[config.mk]
export PLATFORM = sky130hd
export DESIGN_NAME = riscv_decode_stage
export DESIGN_NICKNAME = d
export VERILOG_FILES = /design/src/hw/rtl/rvd_pkg.sv /design/src/hw/rtl/rvd_cfg.sv /design/src/hw/rtl/rvd_hold.sv /design/src/hw/rtl/rvd_decoder.sv /design/src/hw/rtl/riscv_decode_stage.sv
export SDC_FILE = /design/constraint.sdc
export NUM_CORES = 1
export LEC_CHECK = 0
export CAP_MARGIN = 20
export CORE_ASPECT_RATIO = 1.75
export CORE_MARGIN = 10
export CORE_UTILIZATION = 35
export DETAILED_ROUTE_END_ITERATION = 10
export DONT_BUFFER_PORTS = 1
export PLACE_DENSITY = 0.52
export SYNTH_ARGS = -nofsm -noshare
export SYNTH_HDL_FRONTEND = slang
export SYNTH_HIERARCHICAL = 1
export SYNTH_SLANG_ARGS = --single-unit
[constraint.sdc]
create_clock -name clk -period 4.94 [get_ports clk]
set_input_delay 1.482 -clock clk [delete_from_list [all_inputs] [get_ports clk]]
set_output_delay 1.482 -clock clk [all_outputs]
set_load 0.1 [all_outputs]
[src/hw/rtl/rvd_pkg.sv]
// Types and constants of the RV32I decode stage.
// Depends on nothing; imported by every module of the block.
package rvd_pkg;

  // Major opcode, bits 6..2 of the instruction word
  localparam logic [4:0] OPC_LOAD     = 5'h00;
  localparam logic [4:0] OPC_MISC_MEM = 5'h03;
  localparam logic [4:0] OPC_OP_IMM   = 5'h04;
  localparam logic [4:0] OPC_AUIPC    = 5'h05;
  localparam logic [4:0] OPC_STORE    = 5'h08;
  localparam logic [4:0] OPC_OP       = 5'h0C;
  localparam logic [4:0] OPC_LUI      = 5'h0D;
  localparam logic [4:0] OPC_BRANCH   = 5'h18;
  localparam logic [4:0] OPC_JALR     = 5'h19;
  localparam logic [4:0] OPC_JAL      = 5'h1B;
  localparam logic [4:0] OPC_SYSTEM   = 5'h1C;

  localparam logic [31:0] RET_WORD = 32'h0000_8067;

  // Configuration register indexes
  localparam logic CFG_CUSTOM_OPC = 1'b0;
  localparam logic CFG_EXIT_WORD  = 1'b1;

  localparam logic [4:0]  CUSTOM_OPC_RESET = 5'd2;
  localparam logic [31:0] EXIT_WORD_RESET  = 32'd0;

  localparam int NUM_FLAGS = 17;

  // Class flag bit positions
  localparam int FL_RS1USED = 0;
  localparam int FL_RS2USED = 1;
  localparam int FL_LOAD    = 2;
  localparam int FL_STORE   = 3;
  localparam int FL_CSTORE  = 4;
  localparam int FL_BRANCH  = 5;
  localparam int FL_JAL     = 6;
  localparam int FL_JALR    = 7;
  localparam int FL_RET     = 8;
  localparam int FL_EXIT    = 9;
  localparam int FL_LUI     = 10;
  localparam int FL_OPIMM   = 11;
  localparam int FL_SYSTEM  = 12;
  localparam int FL_JUMP    = 13;
  localparam int FL_CTRL    = 14;
  localparam int FL_NODEST  = 15;
  localparam int FL_RTYPE   = 16;

  typedef enum logic [3:0] {
    FMT_UNDEF = 4'd0,
    FMT_R     = 4'd1,
    FMT_I     = 4'd2,
    FMT_S     = 4'd3,
    FMT_CS    = 4'd4,
    FMT_B     = 4'd5,
    FMT_U     = 4'd6,
    FMT_J     = 4'd7,
    FMT_OTHER = 4'd8
  } fmt_t;

  typedef struct packed {
    logic [4:0]  custom_opc;
    logic [31:0] exit_word;
  } cfg_t;

  // Decoded fields of one item, all zero when nothing goes to issue
  typedef struct packed {
    logic                 issue_valid;
    logic                 next_fetch_valid;
    logic                 jal;
    fmt_t                 format_type;
    logic [4:0]           dest_reg;
    logic [4:0]           src1_reg;
    logic [4:0]           src2_reg;
    logic [2:0]           funct3_field;
    logic [6:0]           funct7_field;
    logic signed [31:0]   immediate;
    logic [NUM_FLAGS-1:0] class_flags;
  } dec_t;

endpackage

[src/hw/rtl/rvd_cfg.sv]
// Configuration registers: custom store opcode and exit word.
// Depends on rvd_pkg.
module rvd_cfg
  import rvd_pkg::*;
(
  input  logic        clk,
  input  logic        rst,
  input  logic        cfg_valid,
  output logic        cfg_ready,
  input  logic        cfg_index,
  input  logic [31:0] cfg_data,
  output cfg_t        cfg
);

  assign cfg_ready = 1'b1;

  always_ff @(posedge clk) begin
    if (rst) begin
      cfg.custom_opc <= CUSTOM_OPC_RESET;
      cfg.exit_word  <= EXIT_WORD_RESET;
    end else if (cfg_valid && cfg_ready) begin
      case (cfg_index)
        CFG_CUSTOM_OPC: cfg.custom_opc <= cfg_data[4:0];
        CFG_EXIT_WORD:  cfg.exit_word  <= cfg_data;
        default: ;
      endcase
    end
  end

endmodule

[src/hw/rtl/rvd_hold.sv]
// Input stage: holding register for a stalled instruction and the stage register.
// Depends on rvd_pkg.
module rvd_hold
  import rvd_pkg::*;
#(
  parameter int PC_BITS = 16
) (
  input  logic               clk,
  input  logic               rst,
  input  logic               step_valid,
  output logic               step_stall,
  input  logic               fetch_valid,
  input  logic [PC_BITS-1:0] fetch_pc,
  input  logic [31:0]        fetch_word,
  input  logic               issue_full,
  input  logic               drain,
  output logic               stage_valid,
  output logic               stage_go,
  output logic [PC_BITS-1:0] stage_pc,
  output logic [31:0]        stage_word
);

  logic               held_flag;
  logic [PC_BITS-1:0] held_pc;
  logic [31:0]        held_word;
  logic               accept;
  logic               take_new;
  logic               any_valid;

  assign step_stall = stage_valid && !drain;
  assign accept     = step_valid && !step_stall;
  assign take_new   = fetch_valid && !held_flag;
  assign any_valid  = fetch_valid || held_flag;

  always_ff @(posedge clk) begin
    if (rst) begin
      held_flag   <= 1'b0;
      stage_valid <= 1'b0;
    end else if (accept) begin
      held_flag   <= any_valid && issue_full;
      stage_valid <= 1'b1;
    end else if (drain) begin
      stage_valid <= 1'b0;
    end
  end

  // Payload: load a fresh fetch only when nothing is held
  always_ff @(posedge clk) begin
    if (accept) begin
      if (take_new) begin
        held_pc   <= fetch_pc;
        held_word <= fetch_word;
      end
      stage_go   <= any_valid && !issue_full;
      stage_pc   <= take_new ? fetch_pc : held_pc;
      stage_word <= take_new ? fetch_word : held_word;
    end
  end

endmodule

[src/hw/rtl/rvd_decoder.sv]
// Combinational RV32I decoder with configurable custom store and exit word.
// Depends on rvd_pkg.
module rvd_decoder
  import rvd_pkg::*;
(
  input  logic        go,
  input  logic [31:0] word,
  input  cfg_t        cfg,
  output dec_t        dec
);

  logic [4:0] opc;
  logic [4:0] rd;
  logic [4:0] rs1;
  logic [4:0] rs2;
  fmt_t       fmt;
  logic [31:0] imm;
  logic ld, st, cst, br, jal, jalr, lui, auipc, opimm, sys;
  logic u1, u2, nodest;
  logic [NUM_FLAGS-1:0] fl;

  assign opc = word[6:2];
  assign rd  = word[11:7];
  assign rs1 = word[19:15];
  assign rs2 = word[24:20];

  assign ld    = opc == OPC_LOAD;
  assign st    = opc == OPC_STORE;
  assign cst   = opc == cfg.custom_opc;
  assign br    = opc == OPC_BRANCH;
  assign jal   = opc == OPC_JAL;
  assign jalr  = opc == OPC_JALR;
  assign lui   = opc == OPC_LUI;
  assign auipc = opc == OPC_AUIPC;
  assign opimm = opc == OPC_OP_IMM;
  assign sys   = opc == OPC_SYSTEM;

  // Custom store wins over any standard opcode of the same value
  always_comb begin
    if (cst) begin
      fmt = FMT_CS;
    end else if (opc[2:0] == 3'b111) begin
      fmt = FMT_UNDEF;
    end else if (opc inside {OPC_LOAD, OPC_MISC_MEM, OPC_OP_IMM, OPC_JALR, OPC_SYSTEM}) begin
      fmt = FMT_I;
    end else if (opc inside {OPC_AUIPC, OPC_LUI}) begin
      fmt = FMT_U;
    end else begin
      case (opc)
        OPC_STORE:  fmt = FMT_S;
        OPC_OP:     fmt = FMT_R;
        OPC_BRANCH: fmt = FMT_B;
        OPC_JAL:    fmt = FMT_J;
        default:    fmt = FMT_OTHER;
      endcase
    end
  end

  // B and J offsets come out in half-words
  always_comb begin
    case (fmt)
      FMT_I:        imm = {{20{word[31]}}, word[31:20]};
      FMT_S, FMT_CS: imm = {{20{word[31]}}, word[31:25], word[11:7]};
      FMT_B:        imm = {{20{word[31]}}, word[31], word[7], word[30:25], word[11:8]};
      FMT_U:        imm = {word[31:12], 12'd0};
      FMT_J:        imm = {{12{word[31]}}, word[31], word[19:12], word[20], word[30:21]};
      default:      imm = 32'd0;
    endcase
  end

  assign u1     = !jal && !lui && !auipc && (rs1 != 5'd0);
  assign u2     = !opimm && !ld && !jal && !jalr && !lui && !auipc && (rs2 != 5'd0);
  assign nodest = br || st || cst || (rd == 5'd0);

  always_comb begin
    fl              = '0;
    fl[FL_RS1USED]  = u1;
    fl[FL_RS2USED]  = u2;
    fl[FL_LOAD]     = ld;
    fl[FL_STORE]    = st;
    fl[FL_CSTORE]   = cst;
    fl[FL_BRANCH]   = br;
    fl[FL_JAL]      = jal;
    fl[FL_JALR]     = jalr;
    fl[FL_RET]      = word == RET_WORD;
    fl[FL_EXIT]     = word == cfg.exit_word;
    fl[FL_LUI]      = lui;
    fl[FL_OPIMM]    = opimm;
    fl[FL_SYSTEM]   = sys;
    fl[FL_JUMP]     = jal || jalr;
    fl[FL_CTRL]     = br || jal || jalr;
    fl[FL_NODEST]   = nodest;
    fl[FL_RTYPE]    = fmt == FMT_R;
  end

  // Drop every field to zero when nothing goes to issue
  always_comb begin
    dec = '0;
    if (go) begin
      dec.issue_valid      = 1'b1;
      dec.next_fetch_valid = !(br || jalr);
      dec.jal              = jal;
      dec.format_type      = fmt;
      dec.dest_reg         = nodest ? 5'd0 : rd;
      dec.src1_reg         = rs1;
      dec.src2_reg         = rs2;
      dec.funct3_field     = word[14:12];
      dec.funct7_field     = word[31:25];
      dec.immediate        = imm;
      dec.class_flags      = fl;
    end
  end

endmodule

[src/hw/rtl/riscv_decode_stage.sv]
// RV32I decode stage with one holding register and an output register.
// Depends on rvd_pkg, rvd_cfg, rvd_hold and rvd_decoder.
//
// Use:
//   Input channel (step_valid / step_stall) moves one item per step: the
//   fetch offer (fetch_valid, fetch_pc, fetch_word) and the issue_full flag.
//   Every accepted item yields exactly one result item on the output channel
//   (result_valid / result_stall): the decoded instruction when one goes to
//   issue, otherwise an item with issue_valid low and all fields zero.
//   While issue_full is high the offered instruction is kept in the holding
//   register and decoded on a later step; new offers are ignored meanwhile.
//   From acceptance to result_valid an item passes one stage register, then
//   the decoder, then the output register. Throughput is one item per cycle
//   while the receiver does not stall; the stage register and the output register decouple the sides.
//   When the receiver stalls, the output register holds its item and the stage
//   register takes one more; step_stall is high while both are full and the
//   receiver stalls.
//   Configuration (cfg_valid / cfg_ready, cfg_index, cfg_data) is always ready;
//   write it only while no item is in flight.
//   Synchronous reset empties both registers, drops the held instruction and
//   restores the custom store opcode to 2 and the exit word to 0.
module riscv_decode_stage
  import rvd_pkg::*;
#(
  parameter int PC_BITS = 16
) (
  input  logic                 clk,
  input  logic                 rst,
  // configuration write
  input  logic                 cfg_valid,
  output logic                 cfg_ready,
  input  logic                 cfg_index,
  input  logic [31:0]          cfg_data,
  // input channel
  input  logic                 step_valid,
  output logic                 step_stall,
  input  logic                 fetch_valid,
  input  logic [PC_BITS-1:0]   fetch_pc,
  input  logic [31:0]          fetch_word,
  input  logic                 issue_full,
  // output channel
  output logic                 result_valid,
  input  logic                 result_stall,
  output logic                 issue_valid,
  output logic                 next_fetch_valid,
  output logic [PC_BITS-1:0]   next_fetch_pc,
  output logic [PC_BITS-1:0]   issue_pc,
  output logic [3:0]           format_type,
  output logic [4:0]           dest_reg,
  output logic [4:0]           src1_reg,
  output logic [4:0]           src2_reg,
  output logic [2:0]           funct3_field,
  output logic [6:0]           funct7_field,
  output logic signed [31:0]   immediate,
  output logic [NUM_FLAGS-1:0] class_flags
);

  cfg_t               cfg;
  logic               out_ready;
  logic               stage_valid;
  logic               stage_go;
  logic [PC_BITS-1:0] stage_pc;
  logic [31:0]        stage_word;
  dec_t               dec;
  logic [31:0]        imm_x2;
  logic [PC_BITS-1:0] pc_step;
  logic [PC_BITS-1:0] nfpc;

  // The output register takes a new item whenever it is empty or being read
  assign out_ready = !result_valid || !result_stall;

  rvd_cfg u_cfg (
    .clk       (clk),
    .rst       (rst),
    .cfg_valid (cfg_valid),
    .cfg_ready (cfg_ready),
    .cfg_index (cfg_index),
    .cfg_data  (cfg_data),
    .cfg       (cfg)
  );

  rvd_hold #(
    .PC_BITS (PC_BITS)
  ) u_hold (
    .clk         (clk),
    .rst         (rst),
    .step_valid  (step_valid),
    .step_stall  (step_stall),
    .fetch_valid (fetch_valid),
    .fetch_pc    (fetch_pc),
    .fetch_word  (fetch_word),
    .issue_full  (issue_full),
    .drain       (out_ready),
    .stage_valid (stage_valid),
    .stage_go    (stage_go),
    .stage_pc    (stage_pc),
    .stage_word  (stage_word)
  );

  rvd_decoder u_dec (
    .go   (stage_go),
    .word (stage_word),
    .cfg  (cfg),
    .dec  (dec)
  );

  // Next fetch pc: JAL jumps by twice the half-word offset, else advance by 4.
  // Wrap at PC_BITS.
  assign imm_x2  = {dec.immediate[30:0], 1'b0};
  assign pc_step = dec.jal ? imm_x2[PC_BITS-1:0] : PC_BITS'(4);
  assign nfpc    = stage_pc + pc_step;

  always_ff @(posedge clk) begin
    if (rst) begin
      result_valid <= 1'b0;
    end else if (out_ready) begin
      result_valid <= stage_valid;
    end
  end

  // Hold the payload while the receiver stalls
  always_ff @(posedge clk) begin
    if (out_ready && stage_valid) begin
      issue_valid      <= dec.issue_valid;
      next_fetch_valid <= dec.next_fetch_valid;
      next_fetch_pc    <= dec.issue_valid ? nfpc : '0;
      issue_pc         <= dec.issue_valid ? stage_pc : '0;
      format_type      <= dec.format_type;
      dest_reg         <= dec.dest_reg;
      src1_reg         <= dec.src1_reg;
      src2_reg         <= dec.src2_reg;
      funct3_field     <= dec.funct3_field;
      funct7_field     <= dec.funct7_field;
      immediate        <= dec.immediate;
      class_flags      <= dec.class_flags;
    end
  end

endmodule

==> run summary <==
H-tree Lvls: 4
EDFF count, synth: 160
Starting density of the core: 35.7%
Hold path startpoint: u_cfg/cfg[4]
CP delay by family, top: simple AND/OR/NAND/NOR gates
Setup TNS: 0 ns
Largest register FFs: 37
Post-route ant nets: 0
Sink Count: 200
Die area: 34500 sq um
Worst setup SP type: flop
CTS tree: yes
Area delta synth->final: 8.67%
Final net count: 881
Worst Path Required: 5.15 ns
Hold EP: u_cfg/cfg[4]
Std-Cell Rows: 79
Most numerous cell in the Yosys netlist: edfxtp_1
Max Clock Freq: 229 MHz
Worst path bufs/invs: 1
Vias: 6042
YS warnings: 6
First-pass GRT wire length: 39800 um
Initial antenna violation count: 1
Slew @ Worst Pin: 1.03 ns
Period Utilization, post-route: 88.4%
Clk Latency, worst-skew pair: 0.46 ns
Worst VDD drop: 0.000257 V
Synthesized area: 9530 sq um
Outcome: finished clean
Num CTS Buffers: 17
Met1 Usage GRT: 16.4%
I/O pin count: 203
Sequential area share after synthesis: 58.8%
Power Density: 379 nW/um^2
All-Layer GR Usage: 15.9%
Met3 global-route usage: 4.51%
Seq cells post-synth: 200
DP HPWL: 20500 um
Worst path arrival time: 4.57 ns
Number of global-route vias before repair: 6148
Clk buf depth: 2
Grt ovf: 0
Register-to-register setup slack: 0.57 ns
Core area: 26700 sq um
Share of Yosys cell area claimed by the top area cell type: 50.4%
Met2 Use GR: 28.8%
Crit path kind: flop to flop
Pleak: 0.00354 uW
Worst slew margin: 31.8%
RSZ-0062 raised after global routing: false
Residual DRC count: 0
CTS Root Cell: clkbuf_16
Largest Register: u_cfg/cfg
Cell count after synthesis: 795
Post-synth cell types: 78
Synth area leaders: edfxtp_1 50%, dfxtp_1 8.4%, and2_1 4.5%
Chip height: 238 um
Via/cell ratio: 5.42
Area leader, netlist: edfxtp_1
R2r startpoint: u_hold/held_word[4]
Hold-fix buffers, CTS: 0
Die Span X: 145 um
Regs by FF count: u_cfg/cfg: 37 flops, immediate: 32 flops, u_hold/held_word: 32 flops
Drt first pass iters: 5
Final setup fails: 0
GR peak layer: met2
Share of post-route cells with drive strength above 1: 12.9%
Routed len/inst: 24.7 um
Clock transition at path regs: 0.07 ns
Primary FF master, synth: edfxtp_1
Max_cap viols: 0
Largest net degree at the start of global routing: 68
Final Max Tran Viols: 0
DRT iter0 DRCs: 292
Port bufs: 0
Final Wtd Congestion: 0.895
Fraction of registers with async set/reset: 0%
Post_cts resized: 0
Top post-synthesis cells by count: 160 x edfxtp_1, 70 x a21oi_1, 69 x and2_1, 65 x nand3_1, 40 x dfxtp_1
Reg2reg end: next_fetch_pc[13]
Final hold violation count: 0
Largest stage delay, worst path: 0.64 ns
Hold Crit Class: flop to flop
WHS Path Cells: 2
Slowest-stage cell, CP: edfxtp_1
Post-CTS repair timing setup buffer count: 0
CP Max Fanout: 27
Mapped Nets: 898
Synth Area per Inst: 12.0 sq um
Clock skew: 0.0125 ns
R2r worst-path depth: 13
Area after DPL: 9790 sq um
ANT cells: 0
Post-layout min period: 4.37 ns
Final instance area: 10400 sq um
WL final: 27500 um
Crit end category: flop
Critical-path cell list: nand2b_1 -> a32oi_4 -> nand2_4 -> o41ai_4 -> buf_4 -> a21oi_1 -> and2_1 -> ha_1 -> and3_1 -> and4_1 -> a31oi_4 -> and3_2 -> o21a_1
-- metrics by stage --
step | util, % | total power [uW] | cells | hold slack (ns) | worst slack [ns]
2_1_floorplan | - | 2540 | 795 | 0.449 | 0.306
6_report | 38.8 | 3920 | 1115 | 0.482 | 0.574
3_5_place_dp | 36.7 | 2610 | 1083 | 0.476 | 0.606
5_1_grt | 38.8 | 4070 | 1115 | 0.509 | 0.285
4_1_cts | 38.8 | 3980 | 1115 | 0.485 | 0.604
3_3_place_gp | 36.7 | 2610 | 1083 | 0.474 | 0.737
-- area by class of cell --
class | instances | area [sq um]
fillers | 2605 | 16300
flip-flops and latches | 200 | 5610
multi-input cells | 527 | 3570
clock buffers | 22 | 488
well taps | 324 | 405
repair buffers | 15 | 145
clock inverters | 10 | 77.6
inverters | 17 | 63.8
-- per-layer routing --
layer	vias to the layer above	wire length, um
met3	41	1470
li1	2887	-
met4	2	817
met5	-	13
met2	179	15000
met1	2933	10200
-- worst max-delay path by stage --
stage | start | end | slack [ns] | cells after the start
floorplan | result_stall | class_flags[0] | 0.31 | 2
global placement | u_hold/held_word[4] | next_fetch_pc[13] | 0.74 | 13
detailed placement | u_hold/held_word[4] | next_fetch_pc[13] | 0.61 | 13
CTS | u_hold/held_word[4] | next_fetch_pc[13] | 0.60 | 13
global route | u_hold/held_word[4] | next_fetch_pc[13] | 0.28 | 13
finish | u_hold/held_word[4] | next_fetch_pc[13] | 0.57 | 13
-- cells in the final DEF (no fill, tap or decap), drive strengths merged, types with 5 or more instances in the layout --
cell,n
a21bo,28
a21o,5
a21oi,75
a31oi,10
and2,70
buf,15
clkbuf,22
dfxtp,40
edfxtp,160
ha,14
inv,24
mux2i,11
nand2,33
nand2b,21
nand3,65
nand4,5
nor2,30
nor2b,6
nor3,10
nor4,9
o21a,5
o21ai,24
xnor2,12
xor2,29
-- report_power, final --
part / switching (uW) / total [uW] / leakage (uW) / internal (uW)
Clock: 642 / 1360 / 0.000290 / 715
Sequential: 405 / 2320 / 0.00181 / 1910
Combinational: 154 / 245 / 0.00144 / 90.7
-- cells by family after synthesis --
group           count (synthesis)  synth area share, %
simple gates                  266                 15.5
flops                         200                 58.8
compound gates                193                 14.9
buf+inv                        68                 3.82
xor+xnor                       41                 3.77
fa+ha+maj                      15                 2.05
mux                            11                 1.16
other cells                     1               0.0394
-- worst register-to-register path, delay by kind of cell, from the launching register on --
kind	cells	cell delay [ns]
adders and majority gates	1	0.39
and+or+nand+nor	6	1.41
AOI/OAI and AO/OA	5	1.30
buffers and inverters	1	0.38
DFF	1	0.64
Note: power is estimated with default switching activity, not from simulation.
